==> src/smf_pkg.sv <==
// package: coordinate and payload types shared by the median filter modules
`default_nettype none
package smf_pkg;

    localparam int COORD_WIDTH    = 16;
    localparam int WINDOW_DEFAULT = 7;

    typedef logic signed [COORD_WIDTH-1:0] coord_t;

    // one scan point on the input channel
    typedef struct packed {
        coord_t x_coord;
        coord_t y_coord;
    } point_t;

    // one result on the output channel
    typedef struct packed {
        coord_t median_x;
        coord_t median_y;
    } result_t;

    // ranking result for the candidate entry, per axis
    typedef struct packed {
        logic   hit_x;
        logic   hit_y;
        coord_t cand_x;
        coord_t cand_y;
    } rank_res_t;

endpackage
`default_nettype wire

==> src/smf_window.sv <==
// window storage: shift line holding the last WINDOW points, newest in entry 0
`default_nettype none
module smf_window #(
    parameter int WINDOW = smf_pkg::WINDOW_DEFAULT
) (
    input  wire logic            clk,
    input  wire logic            shift_en,
    input  wire smf_pkg::point_t data,
    output smf_pkg::coord_t      win_x [WINDOW],
    output smf_pkg::coord_t      win_y [WINDOW]
);

    smf_pkg::coord_t win_x_reg [WINDOW];
    smf_pkg::coord_t win_y_reg [WINDOW];

    // shift in the new point on each input transfer
    always_ff @(posedge clk)
    begin
        if (shift_en)
        begin
            win_x_reg[0] <= data.x_coord;
            win_y_reg[0] <= data.y_coord;
            for (int i = 1; i < WINDOW; i++)
            begin
                win_x_reg[i] <= win_x_reg[i-1];
                win_y_reg[i] <= win_y_reg[i-1];
            end
        end
    end

    assign win_x = win_x_reg;
    assign win_y = win_y_reg;

endmodule
`default_nettype wire

==> src/smf_rank_unit.sv <==
// shared rank unit: stable rank of one candidate entry against the window, both axes
`default_nettype none
module smf_rank_unit #(
    parameter int WINDOW = smf_pkg::WINDOW_DEFAULT
) (
    input  wire smf_pkg::coord_t     win_x [WINDOW],
    input  wire smf_pkg::coord_t     win_y [WINDOW],
    input  wire logic [$clog2(WINDOW)-1:0] idx,
    output smf_pkg::rank_res_t       res
);

    localparam int IDX_W  = $clog2(WINDOW);
    localparam int CNT_W  = $clog2(WINDOW + 1);
    localparam int MEDIAN = WINDOW / 2;

    smf_pkg::coord_t  cand_x;
    smf_pkg::coord_t  cand_y;
    logic [CNT_W-1:0] rank_x;
    logic [CNT_W-1:0] rank_y;

    assign cand_x = win_x[idx];
    assign cand_y = win_y[idx];

    // count entries below the candidate; equal entries at lower index break ties
    always_comb
    begin
        rank_x = '0;
        rank_y = '0;
        for (int j = 0; j < WINDOW; j++)
        begin
            if ((win_x[j] < cand_x) || ((win_x[j] == cand_x) && (IDX_W'(j) < idx)))
            begin
                rank_x = rank_x + CNT_W'(1);
            end
            if ((win_y[j] < cand_y) || ((win_y[j] == cand_y) && (IDX_W'(j) < idx)))
            begin
                rank_y = rank_y + CNT_W'(1);
            end
        end
    end

    assign res.hit_x  = (rank_x == CNT_W'(MEDIAN));
    assign res.hit_y  = (rank_y == CNT_W'(MEDIAN));
    assign res.cand_x = cand_x;
    assign res.cand_y = cand_y;

endmodule
`default_nettype wire

==> src/sliding_median_filter_2d_points_top.sv <==
// top level: sliding seven-point median filter over 2-D scan points
//
//  channel | signals                     | payload          | direction
//  --------+-----------------------------+------------------+----------
//  input   | in_valid, in_ready, in_data | smf_pkg::point_t | to block
//  output  | out_valid, out_ready, out_data | smf_pkg::result_t | from block
//
//  The first WINDOW-1 points only fill the window. Each later point is ranked
//  by the shared rank unit, one window entry per cycle, and the result then
//  waits in a hold state while the output register is full.
//  Reset clears the fill count, sequencer and output valid; no clearing pass.
//  Input is not ready while a window is being ranked or its result is held.
`default_nettype none
module sliding_median_filter_2d_points_top #(
    parameter int WINDOW = smf_pkg::WINDOW_DEFAULT
) (
    input  wire logic             clk,
    input  wire logic             rst_n,
    input  wire logic             in_valid,
    output logic                  in_ready,
    input  wire smf_pkg::point_t  in_data,
    output logic                  out_valid,
    input  wire logic             out_ready,
    output smf_pkg::result_t      out_data
);

    localparam int IDX_W  = $clog2(WINDOW);
    localparam int FILL_W = $clog2(WINDOW);

    typedef enum logic [2:0] {
        S_IDLE = 3'b001,
        S_RANK = 3'b010,
        S_HOLD = 3'b100
    } state_t;

    state_t             state_reg, state_next;
    logic [IDX_W-1:0]   idx_reg, idx_next;
    logic [FILL_W-1:0]  fill_reg, fill_next;
    smf_pkg::coord_t    medx_reg, medx_next;
    smf_pkg::coord_t    medy_reg, medy_next;
    logic               out_valid_reg, out_valid_next;
    smf_pkg::result_t   out_data_reg, out_data_next;

    logic               in_xfer;
    logic               out_free;
    logic               last_idx;
    smf_pkg::coord_t    fin_x;
    smf_pkg::coord_t    fin_y;
    smf_pkg::coord_t    win_x [WINDOW];
    smf_pkg::coord_t    win_y [WINDOW];
    smf_pkg::rank_res_t rank;

    assign in_ready = (state_reg == S_IDLE);
    assign in_xfer  = in_valid && in_ready;
    assign out_free = !out_valid_reg || out_ready;
    assign last_idx = (idx_reg == IDX_W'(WINDOW - 1));

    // window storage
    smf_window #(
        .WINDOW (WINDOW)
    ) u_window (
        .clk      (clk),
        .shift_en (in_xfer),
        .data     (in_data),
        .win_x    (win_x),
        .win_y    (win_y)
    );

    // shared rank unit
    smf_rank_unit #(
        .WINDOW (WINDOW)
    ) u_rank (
        .win_x (win_x),
        .win_y (win_y),
        .idx   (idx_reg),
        .res   (rank)
    );

    // median as known at the end of the scan
    assign fin_x = rank.hit_x ? rank.cand_x : medx_reg;
    assign fin_y = rank.hit_y ? rank.cand_y : medy_reg;

    // sequencer
    always_comb
    begin
        state_next     = state_reg;
        idx_next       = idx_reg;
        fill_next      = fill_reg;
        medx_next      = medx_reg;
        medy_next      = medy_reg;
        out_valid_next = out_valid_reg && !out_ready;
        out_data_next  = out_data_reg;
        unique case (state_reg)
            S_IDLE:
            begin
                if (in_xfer)
                begin
                    if (fill_reg == FILL_W'(WINDOW - 1))
                    begin
                        state_next = S_RANK;
                        idx_next   = '0;
                    end
                    else
                    begin
                        fill_next = fill_reg + FILL_W'(1);
                    end
                end
            end
            S_RANK:
            begin
                medx_next = fin_x;
                medy_next = fin_y;
                if (last_idx)
                begin
                    if (out_free)
                    begin
                        out_valid_next         = 1'b1;
                        out_data_next.median_x = fin_x;
                        out_data_next.median_y = fin_y;
                        state_next             = S_IDLE;
                    end
                    else
                    begin
                        state_next = S_HOLD;
                    end
                end
                else
                begin
                    idx_next = idx_reg + IDX_W'(1);
                end
            end
            S_HOLD:
            begin
                if (out_free)
                begin
                    out_valid_next         = 1'b1;
                    out_data_next.median_x = medx_reg;
                    out_data_next.median_y = medy_reg;
                    state_next             = S_IDLE;
                end
            end
            default:
            begin
                state_next = S_IDLE;
            end
        endcase
    end

    // control registers
    always_ff @(posedge clk or negedge rst_n)
    begin
        if (!rst_n)
        begin
            state_reg     <= S_IDLE;
            idx_reg       <= '0;
            fill_reg      <= '0;
            out_valid_reg <= 1'b0;
        end
        else
        begin
            state_reg     <= state_next;
            idx_reg       <= idx_next;
            fill_reg      <= fill_next;
            out_valid_reg <= out_valid_next;
        end
    end

    // payload registers
    always_ff @(posedge clk)
    begin
        medx_reg     <= medx_next;
        medy_reg     <= medy_next;
        out_data_reg <= out_data_next;
    end

    assign out_valid = out_valid_reg;
    assign out_data  = out_data_reg;

endmodule
`default_nettype wire

==> config.mk <==
export PLATFORM = sky130hd
export DESIGN_NAME = sliding_median_filter_2d_points_top
export DESIGN_NICKNAME = d
export VERILOG_FILES = /design/src/smf_pkg.sv /design/src/smf_window.sv /design/src/smf_rank_unit.sv /design/src/sliding_median_filter_2d_points_top.sv
export SDC_FILE = /design/constraint.sdc
export NUM_CORES = 1
export LEC_CHECK = 0
export BUFFER_PORTS_ARGS = -buffer_cell sky130_fd_sc_hd__buf_2
export CAP_MARGIN = 10
export CORE_ASPECT_RATIO = 0.75
export CORE_MARGIN = 4
export CORE_UTILIZATION = 35
export CTS_CLUSTER_SIZE = 16
export DETAILED_ROUTE_END_ITERATION = 7
export PLACE_DENSITY_LB_ADDON = 0.2
export SYNTH_ARGS = -nofsm -noshare
export SYNTH_HDL_FRONTEND = slang
export SYNTH_HIERARCHICAL = 1
export SYNTH_SLANG_ARGS = --single-unit
==> constraint.sdc <==
create_clock -name clk -period 10.2 [get_ports clk]
set_clock_uncertainty 0.1 [all_clocks]
set_input_delay 1.53 -clock clk [delete_from_list [all_inputs] [get_ports clk]]
set_output_delay 1.53 -clock clk [all_outputs]
set_load 0.03 [all_outputs]
==> results.ini, run 1 <==
[outcome]
outcome = completed

[sta]
rsz0062_at_grt = no
slew_headroom_pct = 33.42
finalSetupViolations = 0
worstMarginPinSlew_ns = 0.9966
fmax_mhz = 117.0
period_needed_ns = 8.544
maxSlewViolCount = 0
post-route-period-util_pct = 83.77
fin_setup_tns_ns = 0
hold_viol_final = 0
setup_slack_ns = 1.656

[clock_tree]
cts_max_path_buffers = 3
numCtsBuffers = 34
holdBufCountCts = 0
ctsResizeCount = 0
clk_pin_slew_ns = 0.07
cts_tree = built
root_buffer = clkbuf_16
htree_levels = 2
cts.sinks = 298
clkLatencyLatePin_ns = 0.56
post_cts_buffers = 0

[min_path]
hold_depth = 0
min-delay-path-class = reg2reg

[synth]
synth-main-ff-cell = edfxtp_1
yosysWarningCount = 6
syn_nets = 1631
synth_top_area_cell = edfxtp_1
yosysTopAreaCellShare_pct = 48.72
synth_area_leaders = edfxtp_1 (49%), ha_1 (17%), mux4_2 (4.1%), a21oi_1 (2.7%), mux2_2 (2.6%)
async_flop_share_pct = 3.356
syn_avg_cell_area_sq_um = 13.10
synth_edf_count = 288
synth_cell_type_count = 73
synthTopCellsByCount = edfxtp_1 (288), ha_1 (240), nor2_1 (99)
synth.cell_area_sq_um = 17750
netlist_instances = 1355
synth-seq-area-share_pct = 50.14
synth_most_common_cell = edfxtp_1
ys_seq_elements = 298

[grt]
grt_pass1_vias = 10904
grt_usage_pct = 16.78
antenna_found_initial = 5
grt_pass1_wl_mm = 69.75
gr-total-overflow = 0
grt_max_degree = 167

[floorplan]
rows = 71
die_area_sq_um = 54420
initial_utilization_pct = 35.43
die_y_um = 203.0
num_io_pins = 70
coreArea_sq_um = 50100
fp.dieW_um = 268.0

[finish]
fin_nets = 1713
area_delta_synth_final_pct = 13.20
diodes = 0
final_core_util_pct = 40.10
fillCellCount = 4756
fin_cells = 2120
drive_above_1_share_pct = 17.63

[critical_path]
crit_fanout = 44
crit_path_max_incr_delay_ns = 0.90
cp.arrival_ns = 8.74
cpMostUsedCell = o21a_1
path_class = reg2reg
rr_worst_depth = 33
start_kind = flip-flop
end_kind = flip-flop
cp_slowest_cell = dfrtp_4
required_ns = 10.40

[routing]
post-route-drc-count = 0
drt_iter0_drc = 1072
routedWlPerCell_um = 21.72
num_vias = 11452
antenna_left = 0
drt-total-wl_mm = 46.04
viasPerCell = 5.402
drt_pre_antenna_iters = 5

[placement]
place_congestion = 0.8361
place_ws_ns = 1.729
io_buffers = 69
dp_hpwl_mm = 33.64
post-place-cells = 2058

[flow_run]
drv_cap = 0

[cell usage in the layout, fill, tap and decap left out, types with 22 or more instances in the layout]
cell type	n
edfxtp_1	288
ha_1	240
nor2_1	99
a21oi_1	94
inv_1	70
buf_2	69
a21o_1	58
nand2_1	43
mux2_2	41
nand4_1	40
mux2i_1	36
clkbuf_16	35
mux4_2	32
o21ai_0	30
mux2_4	28
o21a_1	26
nand3_1	22
nor2b_1	22
[worst max-delay path, delay by kind of cell, from the launching register on]
| family | cells | cell delay, ns |
|---|---|---|
| adders and majority gates | 5 | 1.38 |
| buffers and inverters | 3 | 0.70 |
| and+or+nand+nor | 6 | 0.85 |
| muxes | 4 | 1.23 |
| DFF | 1 | 0.90 |
| AOI/OAI and AO/OA | 12 | 2.38 |
| xor gates and xnor gates | 3 | 0.69 |
[area by class of cell]
class | instances | area [sq um] | share of cell area (%)
clock buffers | 41 | 898.4 | 4.471
clock inverters | 21 | 316.6 | 1.575
inverters | 70 | 262.8 | 1.308
multi-input cells | 951 | 8417 | 41.89
flip-flops and latches | 298 | 8909 | 44.34
well taps | 657 | 822.0 | 4.091
repair buffers | 82 | 467.9 | 2.329
[stage by stage]
step / instance area (sq um) / hold slack, ns
global route: 20090 / 0.3702
global placement: 18880 / 0.3680
finish: 20090 / 0.3607
detailed placement: 18880 / 0.3751
CTS: 20090 / 0.3717
floorplan: 17750 / 0.3442
[cells by family (layout without fill, tap and decap cells)]
kind of cell / Yosys count / in the layout / synth area share (%)
AOI/OAI and AO/OA: 262 / 262 / 9.650
xor gates and xnor gates: 17 / 17 / 1.121
adders and majority gates: 240 / 240 / 16.92
buffers and inverters: 106 / 214 / 2.552
DFF: 298 / 298 / 50.14
muxes: 137 / 137 / 11.06
and+or+nand+nor: 295 / 295 / 8.558
[path summary, 6_finish.rpt]
kind | start | endpoint | slack, ns
setup reg to reg | idx_reg[1] | out_data[26] | 1.66
max in group asynchronous | rst_n | state_reg[0] | 8.98
hold / removal | u_window/win_y[39] | u_window/win_y[23] | 0.36
hold reg to reg | u_window/win_y[39] | u_window/win_y[23] | 0.36
min in group asynchronous | rst_n | fill_reg[0] | 0.73
setup / recovery | idx_reg[1] | out_data[26] | 1.66
[layer usage]
metal  wire length (um)  track usage [%]  vias to the layer above
li1                   -                -                     5425
met1              25560            29.15                     5651
met2              16540            20.13                      308
met3               3077            3.465                       64
met4                842            4.071                        4
met5                 26                0                        -
Power of run 1 is not shown: default switching activity piles up to over one toggle a cycle in this logic, so the estimate is an artifact.
==> inputs of run 2 (changes only) <==
==> constraint.sdc (replaced) <==
create_clock -name clk -period 7.05 [get_ports clk]
set_clock_uncertainty 0.1 [all_clocks]
set_input_delay 1.0575 -clock clk [delete_from_list [all_inputs] [get_ports clk]]
set_output_delay 1.0575 -clock clk [all_outputs]
set_load 0.03 [all_outputs]
==> run 2 against run 1 <==
Core utilization grew 2.7 points; die area is the same; register-to-register slack lost 1.6 ns; worst setup slack lost 1.6 ns; global-route usage grew 0.54 points; final cell count grew 5.6%; sequential share of layout area shrank 2.8 points; critical path depth grew 1; largest cell class unchanged; highest routed layer is now met4.
==> results.ini, run 2 (same netlist as run 1, synthesis figures left out) <==
[finish]
fin_nets = 1833  ; +7.0%
final_area_sq_um = 21450  ; +6.7%
area_delta_synth_final_pct = 20.82
fillCellCount = 4660  ; -2.0%
final_common_cell = edfxtp_1
final_cell_mix = edfxtp_1 (288), ha_1 (230), buf_4 (113)
diodes = 0  ; unchanged
drive_above_1_share_pct = 25.55  ; +7.9 points

[critical_path]
r2r_end = out_data[29]
crit_path_max_incr_delay_ns = 0.51  ; -0.39 ns
cpMostUsedCell = o21a_1
rr_worst_depth = 34  ; +3.0%
cp.arrival_ns = 7.22  ; -1.52 ns
required_ns = 7.24  ; -3.16 ns
cp_slowest_cell = mux4_2
start_kind = flip-flop
crit_fanout = 8  ; -82%
end_kind = flip-flop
reg2reg_from = idx_reg[1]
path_class = reg2reg
rrSetupSlack_ns = 0.02  ; -1.64 ns

[grt]
antenna_found_initial = 0  ; -5
grt_usage_pct = 17.32  ; +0.54 points
grt_max_degree = 166  ; -0.60%
gr-total-overflow = 0  ; unchanged
grt_pass1_vias = 11679  ; +7.1%
grt_pass1_wl_mm = 72.34  ; +3.7%

[sta]
setup_slack_ns = 0.02026  ; -1.635 ns
post-route-period-util_pct = 99.71  ; +16 points
worstMarginPinSlew_ns = 1.148  ; +0.1510 ns
rsz0062_at_grt = yes
slew_headroom_pct = 23.49  ; -9.9 points
whs_ns = 0.2658  ; -0.09491 ns
fmax_mhz = 142.3  ; +22%
maxSlewViolCount = 0  ; unchanged
finalSetupViolations = 0  ; unchanged
period_needed_ns = 7.030  ; -1.515 ns
hold_viol_final = 0  ; unchanged
fin_setup_tns_ns = 0  ; unchanged

[clock_tree]
htree_levels = 2  ; unchanged
clkLatencyLatePin_ns = 0.55  ; about the same
holdBufCountCts = 0  ; unchanged
cts.sinks = 298  ; unchanged
cts_max_path_buffers = 3  ; unchanged
numCtsBuffers = 36  ; +5.9%
cts_tree = built
clk_pin_slew_ns = 0.06  ; about the same
root_buffer = clkbuf_16

[outcome]
outcome = completed

[routing]
routedWlPerCell_um = 21.16  ; -2.6%
num_vias = 12056  ; +5.3%
drt_pre_antenna_iters = 5  ; unchanged
highest_layer = met4
drt_iter0_drc = 950  ; -11%
viasPerCell = 5.387  ; -0.28%
post-route-drc-count = 0  ; unchanged
dr_wl_met3_mm = 3.231  ; +5.0%
dr_wl_met2_mm = 17.34  ; +4.8%
antenna_left = 0  ; unchanged
met1_length_mm = 26.06  ; +2.0%
drt-total-wl_mm = 47.36  ; +2.9%

[placement]
place_ws_ns = -0.2183  ; -1.947 ns
io_buffers = 69  ; unchanged
dp_hpwl_mm = 35.08  ; +4.3%
postPlaceCellArea_sq_um = 19680  ; +4.2%
place_congestion = 0.8423  ; +0.74%

[min_path]
min-delay-path-class = in2async

[floorplan]
fp.dieW_um = 268.0  ; unchanged
die_area_sq_um = 54420  ; unchanged
die_y_um = 203.0  ; unchanged
coreArea_sq_um = 50100  ; unchanged
initial_utilization_pct = 35.43  ; unchanged
num_io_pins = 70  ; unchanged
rows = 71  ; unchanged

[flow_run]
drv_cap = 0  ; unchanged

-- run 2: routing by layer --
layer  GRT usage (%)  vias up
met5               0        -
met4           3.939        0
met3           3.392       45
met2           21.26      347
met1           29.90     6010
li1                -     5654
-- run 2: how the worst max path moves through the flow --
stage | startpoint | endpoint | slack (ns)
finish | idx_reg[1] | out_data[29] | 0.02
global route | idx_reg[1] | out_data[29] | -0.25
CTS | idx_reg[1] | out_data[18] | -0.10
detailed placement | idx_reg[1] | out_data[24] | -0.22
global placement | idx_reg[1] | out_data[24] | -0.13
floorplan | idx_reg[1] | out_data[10] | 0.01
-- run 2: final cells by class --
type	count	area [sq um]	share of cell area (%)
well taps	657	822.0	3.833
clock inverters	16	201.4	0.9393
clock buffers	46	991.0	4.621
flip-flops and latches	298	8909	41.54
inverters	70	265.3	1.237
multi-input cells	951	8775	40.92
repair buffers	200	1483	6.914
-- run 2: repair_timing --
action	4_1_cts	5_1_grt
buffers inserted	11	12
pin swaps	20	14
endpoints found under the setup margin	48	64
gates resized for setup	61	25
cloned	2	0
-- run 2: stage by stage --
stage	std cells	utilization, %
3_3_place_gp	2151	39.27
4_1_cts	2226	42.46
3_5_place_dp	2151	39.27
5_1_grt	2238	42.80
6_report	2238	42.80
2_1_floorplan	1355	-
-- run 2: critical path, delay by kind of cell, from the launching register on --
kind	cells	cell delay, ns
DFF	1	0.43
xor gates and xnor gates	3	0.57
and+or+nand+nor	6	0.64
AOI/OAI and AO/OA	11	1.83
muxes	5	1.65
buffers and inverters	4	0.50
adders and majority gates	5	1.06
Power of run 2 is left out for the same reason.
